--- src/design/and_popcount_contingency_table_core_defines.svh ---
// Shared assertion macros for the contingency table core.
`ifndef AND_POPCOUNT_CONTINGENCY_TABLE_CORE_DEFINES_SVH
`define AND_POPCOUNT_CONTINGENCY_TABLE_CORE_DEFINES_SVH

// Same-cycle implication.
`define APCT_ASSERT_IMP(label, clk, rst, ante, cons, msg) \
   label: assert property (@(posedge clk) disable iff (rst) (ante) |-> (cons)) else $error(msg);

// Next-cycle implication.
`define APCT_ASSERT_NXT(label, clk, rst, ante, cons, msg) \
   label: assert property (@(posedge clk) disable iff (rst) (ante) |=> (cons)) else $error(msg);

`endif

--- src/design/apct_pkg.sv ---
`timescale 1ns / 1ps

package apct_pkg;

   localparam int COLS = 3;

   localparam int COUNT_W = 15;
   localparam logic [COUNT_W-1:0] COUNT_MAX = 15'h7FFF;
   localparam int ENTRY_W = 6;

   // Request commands
   localparam logic [1:0] CMD_LOAD_A = 2'd0;
   localparam logic [1:0] CMD_LOAD_B = 2'd1;
   localparam logic [1:0] CMD_RUN    = 2'd2;

   // CSR map
   localparam int CSR_IDX_W  = 2;
   localparam int CSR_DATA_W = 9;
   localparam logic [CSR_IDX_W-1:0] CSR_ROW_COUNT  = 2'd0;
   localparam logic [CSR_IDX_W-1:0] CSR_WORD_COUNT = 2'd1;
   localparam logic [CSR_IDX_W-1:0] CSR_OUT_SIZE   = 2'd2;

   localparam logic [4:0] ROW_COUNT_RST  = 5'd1;
   localparam logic [8:0] WORD_COUNT_RST = 9'd1;
   localparam logic [6:0] OUT_SIZE_RST   = 7'd48;

   typedef struct packed {
      logic [4:0] row_count;
      logic [8:0] word_count;
      logic [6:0] out_size;
   } cfg_type;

   // Microprogram step addresses
   typedef logic [2:0] step_type;
   localparam step_type S_IDLE   = 3'd0;
   localparam step_type S_ENTRY  = 3'd1;
   localparam step_type S_READ   = 3'd2;
   localparam step_type S_DRAIN0 = 3'd3;
   localparam step_type S_DRAIN1 = 3'd4;
   localparam step_type S_EMIT   = 3'd5;
   localparam step_type S_NEXT   = 3'd6;
   localparam step_type S_DONE   = 3'd7;

   // Jump conditions
   typedef logic [2:0] cond_type;
   localparam cond_type C_NEVER        = 3'd0;
   localparam cond_type C_NO_RUN       = 3'd1;
   localparam cond_type C_PAD          = 3'd2;
   localparam cond_type C_MORE_WORDS   = 3'd3;
   localparam cond_type C_OUT_BUSY     = 3'd4;
   localparam cond_type C_MORE_ENTRIES = 3'd5;
   localparam cond_type C_ALWAYS       = 3'd6;

   typedef struct packed {
      logic     idle;
      logic     clr;
      logic     rd;
      logic     emit;
      cond_type cond;
      step_type target;
   } ctrl_type;

   typedef struct packed {
      logic no_run;
      logic pad;
      logic more_words;
      logic out_busy;
      logic more_entries;
   } stat_type;

endpackage

--- src/design/apct_seq.sv ---
`timescale 1ns / 1ps

module apct_seq import apct_pkg::*; (
   input  logic     clock,
   input  logic     reset,
   input  stat_type stat,
   output ctrl_type ctrl
);

   step_type step_ff, step_in;
   logic     taken;

   // Control store: one word per step, fall through unless the condition jumps.
   function automatic ctrl_type ucode(step_type s);
      ctrl_type w;
      w = '0;
      unique case (s)
         S_IDLE: begin
            w.idle = 1'b1; w.cond = C_NO_RUN; w.target = S_IDLE;
         end
         S_ENTRY: begin
            w.clr = 1'b1; w.cond = C_PAD; w.target = S_EMIT;
         end
         S_READ: begin
            w.rd = 1'b1; w.cond = C_MORE_WORDS; w.target = S_READ;
         end
         S_DRAIN0: begin
            w.cond = C_NEVER; w.target = S_IDLE;
         end
         S_DRAIN1: begin
            w.cond = C_NEVER; w.target = S_IDLE;
         end
         S_EMIT: begin
            w.emit = 1'b1; w.cond = C_OUT_BUSY; w.target = S_EMIT;
         end
         S_NEXT: begin
            w.cond = C_MORE_ENTRIES; w.target = S_ENTRY;
         end
         S_DONE: begin
            w.cond = C_ALWAYS; w.target = S_IDLE;
         end
      endcase
      return w;
   endfunction

   assign ctrl = ucode(step_ff);

   always_comb begin
      unique case (ctrl.cond)
         C_NEVER:        taken = 1'b0;
         C_NO_RUN:       taken = stat.no_run;
         C_PAD:          taken = stat.pad;
         C_MORE_WORDS:   taken = stat.more_words;
         C_OUT_BUSY:     taken = stat.out_busy;
         C_MORE_ENTRIES: taken = stat.more_entries;
         C_ALWAYS:       taken = 1'b1;
         default:        taken = 1'b0;
      endcase
   end

   assign step_in = taken ? ctrl.target : step_type'(step_ff + 3'd1);

   always_ff @(posedge clock) begin
      if (reset) begin
         step_ff <= S_IDLE;
      end else begin
         step_ff <= step_in;
      end
   end

endmodule

--- config.mk ---
export PLATFORM = sky130hd
export DESIGN_NAME = apct_seq
export DESIGN_NICKNAME = d
export VERILOG_FILES = /design/src/design/and_popcount_contingency_table_core_defines.svh /design/src/design/apct_pkg.sv /design/src/design/apct_seq.sv
export SDC_FILE = /design/constraint.sdc
export NUM_CORES = 1
export LEC_CHECK = 0
export ABC_AREA = 0
export BUFFER_PORTS_ARGS = -buffer_cell sky130_fd_sc_hd__buf_2
export CORE_AREA = 2 2 39 41
export DETAILED_ROUTE_END_ITERATION = 10
export DIE_AREA = 0 0 41 43
export MAX_ROUTING_LAYER = met4
export PLACE_DENSITY_LB_ADDON = 0.25
export SLEW_MARGIN = 20
export SYNTH_ARGS = -nofsm -noshare
export SYNTH_HDL_FRONTEND = slang
export SYNTH_SLANG_ARGS = --single-unit
--- constraint.sdc ---
create_clock -name clock -period 2.57 [get_ports clock]
set_input_delay 0.1285 -clock clock [delete_from_list [all_inputs] [get_ports clock]]
set_output_delay 0.1285 -clock clock [all_outputs]
set_load 0.05 [all_outputs]
Yosys cells after proc, flatten, opt, wreduce, memory -nomap -nowiden
Cells that the tools add are included.

Flip-flop bits (word level): 3. Input bits: 7. Output and inout bits: 10. Word-level logic and storage cells: 24.

Add/sub/neg operators: 1. Equality and inequality tests: 13. Mux-type cells: 7. Reductions and logical operators: 2.

Operators by type and width (number): $pmux W6 S7 (1); $eq A3 B3 Y1 const B (7); $eq A3 B2 Y1 const B (4); $eq A3 B1 Y1 const B (2); $pmux W1 S6 (1); $mux W1 (4); $add A3 B1 Y3 const B (1); $logic_not A3 Y1 (1); $mux W3 (1); $reduce_or A2 Y1 (1).

Logic depth before layout (Yosys ltp)
Gate-level depths: netlist (run 1).

Depth in word-level cells: 6. Depth in mapped cells: 6. Depth with buffers taken out: 6.

Least setup slack after synthesis (run 1)
No wires, ideal clock.

Path kind: register to register. Start: register step_ff[1]. End: register step_ff[0]. Data arrival time: 1.860 ns. Setup slack: 0.588 ns. Stages on the path, launching flop included: 7. Period minus slack after synthesis: 1.982 ns. Path through: dfxtp_1 ha_1 ha_1 nor2b_1 a311o_1 a211oi_2 mux2_4.

Longest elaborated chain between the ends: 6. Elaborated cells on any way between the ends: 18. Classes of those cells: eq/ne (13); mux (3); reduce/logical (2).

Ends and longest elaborated chain: start: declaration (line apct_seq.sv:10) `step_type step_ff, step_in;`; start signal: assignment (line apct_seq.sv:67) `step_ff <= step_in;`; $eq A3 B3 Y1 or $eq A3 B2 Y1 (tied branches) (line apct_seq.sv:17) `unique case (s)`; $reduce_or A2 Y1 (no line); $pmux W6 S7 * (line apct_seq.sv:17); $eq A3 B3 Y1, or another cell as far along (line apct_seq.sv:49) `unique case (ctrl.cond)`; $pmux W1 S6 (line apct_seq.sv:49); $mux W3 * (line apct_seq.sv:61) `assign step_in = taken ? ctrl.target : step_type'(step_ff + 3'd1);`.

Every way passes the cells marked *; elsewhere a longest branch is shown, timed or not. A chain may end at the register's enable or synchronous reset.

Worst setup path after layout (run 1)
Start: register step_ff[0]. End: register step_ff[0].

Longest elaborated chain between the ends: 6. Elaborated cells on any way between the ends: 19. Classes of those cells: add/sub (1); eq/ne (13); mux (3); reduce/logical (2).

Ends and longest elaborated chain (line): $eq A3 B3 Y1 or $eq A3 B2 Y1 (tied branches) (apct_seq.sv:17); $reduce_or A2 Y1 (no line); $pmux W6 S7 (apct_seq.sv:17); $eq A3 B3 Y1, or another cell as far along (apct_seq.sv:49); $pmux W1 S6 (apct_seq.sv:49); $mux W3 * (apct_seq.sv:61).

Marked as above.

==> flow_metrics.env, run 1 <==
export IMPL_dr_pass1_iters=4
export IMPL_vias_per_cell=4.83
export IMPL_cp_startpoint="step_ff[0]"
export IMPL_cp_start_kind="register"
export IMPL_regMostFlops="step_ff"
export IMPL_layout_drive_gt1_share_pct=34.3
export IMPL_min_to="step_ff[1]"
export IMPL_synth_top_area_share_pct=21.7
export IMPL_largest_reg_flops=3
export IMPL_fin_crit_ns=2.14
export IMPL_postCtsSetupBuffers=0
export IMPL_status="finished, final reports clean"
export IMPL_antenna_found_initial=0
export IMPL_cts_made_buffers=3
export IMPL_slew_viol_final=0
export IMPL_timing_final_crit_share_pct=83.4
export IMPL_grt_usage_pct=13.6
export IMPL_r2r_cells=6
export IMPL_r2r_slack_ns=0.43
export IMPL_hold_viol=0
export IMPL_dp_hpwl_um=719
export IMPL_synth_edf_count=0
export IMPL_ios=17
export IMPL_synth_seq_cells=3
export IMPL_cts_resized=0
export IMPL_hp_start="reset"
export IMPL_ys_types=23
export IMPL_arrival_ns=2.26
export IMPL_timing_rr_start="step_ff[0]"
export IMPL_initial_core_util_pct=29.2
export IMPL_synth_top_flop_cell="dfxtp_1"
export IMPL_h_tree_depth=1
export IMPL_die_h_um=43
export IMPL_syn2layout_area_growth_pct=31.9
export IMPL_grt_ovfl_total=0
export IMPL_yosys_area_top_type="ha_1"
export IMPL_worstHoldPathType="in -> reg"
export IMPL_cts_sinks=3
export IMPL_die_area_sq_um=1760
export IMPL_cts_path_max_buffers=2
export IMPL_synthTopCellsByArea="ha_1 22%, dfxtp_1 15%, nor2b_1 9.3%"
export IMPL_wl_per_cell_um=10.9
export IMPL_clkTransAtPathRegs_ns=0.04
export IMPL_crit_required_ns=2.69
export IMPL_nets=82
export IMPL_multiInputGateArea_sq_um=324
export IMPL_cts_tree="yes"
export IMPL_drtIter0Drc=8
export IMPL_end_kind="register"
export IMPL_fill_cells=149
export IMPL_critPathKind="reg -> reg"
export IMPL_clock_latency_ns=0.23
export IMPL_postRouteWirelength_um=901
export IMPL_top_regs="step_ff x3"
export IMPL_ant_nets=0
export IMPL_netlist_area_sq_um=404
export IMPL_slew_headroom_pct=75.7
export IMPL_fmax_mhz=466
export IMPL_post_route_drc_count=0
export IMPL_gp_congestion=0.764
export IMPL_skew_ns=0.00183
export IMPL_timing_rr_end="step_ff[0]"
export IMPL_die_x_um=41
export IMPL_drv_cap=0
export IMPL_core_area_sq_um=1380
export IMPL_setup_viol=0
export IMPL_synth_async_reset_ratio_pct=0
export IMPL_dr_total_vias=401
export IMPL_num_antenna_cells=0
export IMPL_setup_tns_ns=0
export IMPL_synth_nets=61
export IMPL_final_seq_area_sq_um=60.1
export IMPL_grt_setup_unrepaired="no"
export IMPL_whs_path_depth=3
export IMPL_grt_pass1_vias=369
export IMPL_cts_hold_buffers=0
export IMPL_grt_max_degree=14
export IMPL_synthCells=47
export IMPL_clockRootBuffer="clkbuf_4"
export IMPL_grt_pass1_wl_um=1570
export IMPL_yosysSeqAreaShare_pct=14.9
export IMPL_worst_slew_pin_slew_ns=0.363
export IMPL_ys_warn_count=0
export IMPL_io_buffers=16
export IMPL_rows=14
export IMPL_path_max_fanout=8
export IMPL_syn_avg_cell_area_sq_um=8.60
cells in the mapped netlist (2+ instances only):
library cell	count
nand2_1	3
nor2_1	2
dfxtp_1	3
mux2i_1	3
inv_1	4
nand2b_1	4
ha_1	7
nor2b_1	6
cells in the final DEF (no fill, tap or decap), types with 2 or more instances in the layout:
master and count:
dfxtp_1 3, nor2b_1 6, ha_1 7, nand2_1 3
inv_1 4, mux2i_1 3, buf_2 16, nor2_1 2
nand2b_1 4, clkbuf_4 3
worst max-delay path: stages, from the launching register on:
cell	delay (ns)
dfxtp_1	0.46
ha_1	0.22
ha_1	0.27
nor2b_1	0.07
a311o_1	0.33
a211oi_2	0.35
mux2_4	0.33
stage by stage:
stage               hold WS, ns  setup WS, ns  cells  cell area (sq um)  utilization (%)
detailed placement        0.467         0.437     79                507             36.6
floorplan                 0.309         0.588     47                404                -
finish                    0.220         0.426     83                533             38.5
global placement          0.467         0.461     79                507             36.6
global route              0.263         0.281     83                533             38.5
CTS                       0.222         0.437     83                533             38.5
cell families (layout without fill, tap and decap cells):
kind of cell / after synthesis / after routing / share of synthesized area (%)
AOI/OAI and AO/OA: 10 / 10 / 21.7
adders and majority gates: 7 / 7 / 21.7
buffers and inverters: 5 / 25 / 4.95
DFF: 3 / 3 / 14.9
muxes: 4 / 4 / 11.1
and+or+nand+nor: 18 / 18 / 25.7
metal layers:
metal / global-route usage, % / up-vias / wire length (um)
met5: - / - / 0
met4: 6.00 / 0 / 11
met3: 5.24 / 2 / 58
met2: 19.4 / 14 / 419
met1: 16.4 / 179 / 411
li1: - / 206 / -
worst max-delay path by stage:
stage | slack [ns] | depth (start not counted) | to
floorplan | 0.59 | 6 | step_ff[0]
global placement | 0.46 | 6 | step_ff[0]
detailed placement | 0.44 | 6 | step_ff[0]
CTS | 0.44 | 6 | step_ff[0]
global route | 0.28 | 6 | step_ff[0]
finish | 0.43 | 6 | step_ff[0]
area by class of cell:
cell class                      instances  share of cell area (%)
Inverter                                4                    2.82
Tap cell                               16                    3.76
Sequential cell                         3                    11.3
Clock buffer                            4                    4.93
Timing Repair Buffer                   17                    16.4
Multi-Input combinational cell         39                    60.8
Power of run 1 is not shown: default switching activity piles up to over one toggle a cycle in this logic, so the estimate is an artifact.
==> run 2: changes to the inputs <==
- clock period: 2.57 -> 1.8 ns (I/O delays scaled with it)
==> run 2 against run 1 <==
Clock skew is 0.00072 ns lower. Non-clock buffer count is 5 higher. Final area is 16% higher. Critical path depth unchanged. Worst setup slack lost 0.37 ns. Core utilization up 6.2 points. First-iteration DRC count down 38%. Die area unchanged. Sequential share of layout area down 0.36 points. Critical path type unchanged. Critical endpoint unchanged. Highest routed layer unchanged.
==> flow_metrics.env, run 2 (synthesized netlist as in run 1, its figures left out) <==
export IMPL_fin_util_pct=44.8
export IMPL_grt_ovfl_total=0
export IMPL_arrival_ns=1.86
export IMPL_dr_pass1_iters=4
export IMPL_largest_reg_flops=3
export IMPL_fin_crit_ns=1.74
export IMPL_cts_tree="yes"
export IMPL_setup_slack_ns=0.0571
export IMPL_wl_per_cell_um=11.2
export IMPL_crit_required_ns=1.92
export IMPL_initial_core_util_pct=29.2
export IMPL_drtIter0Drc=5
export IMPL_worstHoldPathType="in -> reg"
export IMPL_io_buffers=16
export IMPL_h_tree_depth=1
export IMPL_grt_max_degree=14
export IMPL_cts_made_buffers=3
export IMPL_clkTransAtPathRegs_ns=0.04
export IMPL_most_common_layout_cells="16 x buf_2, 6 x nor2b_1, 6 x buf_4"
export IMPL_timing_rr_end="step_ff[0]"
export IMPL_top_regs="step_ff x3"
export IMPL_cts_sinks=3
export IMPL_antenna_found_initial=0
export IMPL_rows=14
export IMPL_grt_pass1_wl_um=1550
export IMPL_gp_congestion=0.741
export IMPL_dr_total_vias=421
export IMPL_slew_headroom_pct=76.2
export IMPL_clock_latency_ns=0.23
export IMPL_post_route_drc_count=0
export IMPL_path_cells="ha_4, ha_4, nor2b_1, a311o_1, a211oi_2, mux2_4"
export IMPL_core_area_sq_um=1380
export IMPL_r2r_slack_ns=0.06
export IMPL_hp_start="reset"
export IMPL_drv_cap=0
export IMPL_ant_nets=0
export IMPL_nets=87
export IMPL_grt_setup_unrepaired="no"
export IMPL_setup_tns_ns=0
export IMPL_timing_final_crit_share_pct=96.8
export IMPL_regMostFlops="step_ff"
export IMPL_dp_hpwl_um=852
export IMPL_die_x_um=41
export IMPL_cp_start_kind="register"
export IMPL_grt_usage_pct=13.1
export IMPL_clockRootBuffer="clkbuf_4"
export IMPL_r2r_cells=6
export IMPL_vias_per_cell=4.78
export IMPL_route_met3_wl_um=27
export IMPL_cp_startpoint="step_ff[0]"
export IMPL_die_area_sq_um=1760
export IMPL_status="finished, final reports clean"
export IMPL_post_place_ws_ns=0.0336
export IMPL_worst_slew_pin_slew_ns=0.357
export IMPL_num_antenna_cells=0
export IMPL_setup_viol=0
export IMPL_path_max_fanout=6
export IMPL_max_stage_delay_ns=0.37
export IMPL_die_h_um=43
export IMPL_end_kind="register"
export IMPL_cts_path_max_buffers=2
export IMPL_worstSetupPathDepth=6
export IMPL_timing_rr_start="step_ff[0]"
export IMPL_crit_family="compound AO/OA/AOI/OAI gates"
export IMPL_cp_common_cell="ha_4"
export IMPL_endpoint="step_ff[0]"
export IMPL_crit_buf_inv=0
export IMPL_route_met2_wl_um=518
export IMPL_postRouteWirelength_um=982
export IMPL_syn2layout_area_growth_pct=53.3
export IMPL_critPathKind="reg -> reg"
export IMPL_grt_pass1_vias=363
export IMPL_postCtsSetupBuffers=0
export IMPL_top_layer="met4"
export IMPL_met1_length_um=419
export IMPL_final_common_cell="buf_2"
export IMPL_ios=17
export IMPL_hold_viol=0
export IMPL_fmax_mhz=574
export IMPL_skew_ns=0.00110
export IMPL_layout_drive_gt1_share_pct=48.6
export IMPL_crit_slowest_cell="dfxtp_4"
export IMPL_slew_viol_final=0
## run 2: cell types whose count changed in the layout (fill, tap and decap cells not counted)
cell     previous run  this run
buf_4               1         6
dfxtp_1             3         1
dfxtp_4             0         2
ha_1                7         4
ha_2                0         1
ha_4                0         2
nor2_1              2         1
nor2_2              0         1
nor3_1              1         0
nor3_4              0         1
## run 2: how the worst min path moves through the flow
stage                             to  cells after the start
final                     step_ff[1]                      3
after detailed placement  step_ff[1]                      3
after CTS                 step_ff[1]                      3
after floorplan           step_ff[1]                      2
after global routing      step_ff[2]                      3
after global placement    step_ff[1]                      3
## run 2: area by class of cell
cell class	instances	area (sq um)
inverters	4	15.0
fillers	144	764
repair buffers	22	125
flip-flops and latches	3	67.6
well taps	16	20.0
multi-input cells	39	365
clock buffers	4	26.3
## run 2: through the flow
stage	hold slack, ns	cell area, sq um	cells
after floorplan	0.260	437	47
after global placement	0.425	577	84
after detailed placement	0.421	577	84
after CTS	0.176	603	88
after global routing	0.205	619	88
final	0.173	619	88
## run 2: repair_timing
action / 4_1_cts / 5_1_grt
gates resized for setup: 0 / 4
setup endpoints to repair: 0 / 4
hold endpoints to repair: 0 / 0
hold buffers: 0 / 0
## run 2: metal layers
layer / up-vias / track usage (%)
li1: 217 / -
met1: 194 / 16.0
met2: 8 / 20.6
met3: 2 / 1.57
met4: 0 / 6.00
met5: - / -
## run 2: tightest hold or removal path, stage by stage
cell	delay, ns
buf_2	0.11
nand2b_1	0.10
mux2i_1	0.06
Power of run 2 is left out for the same reason.
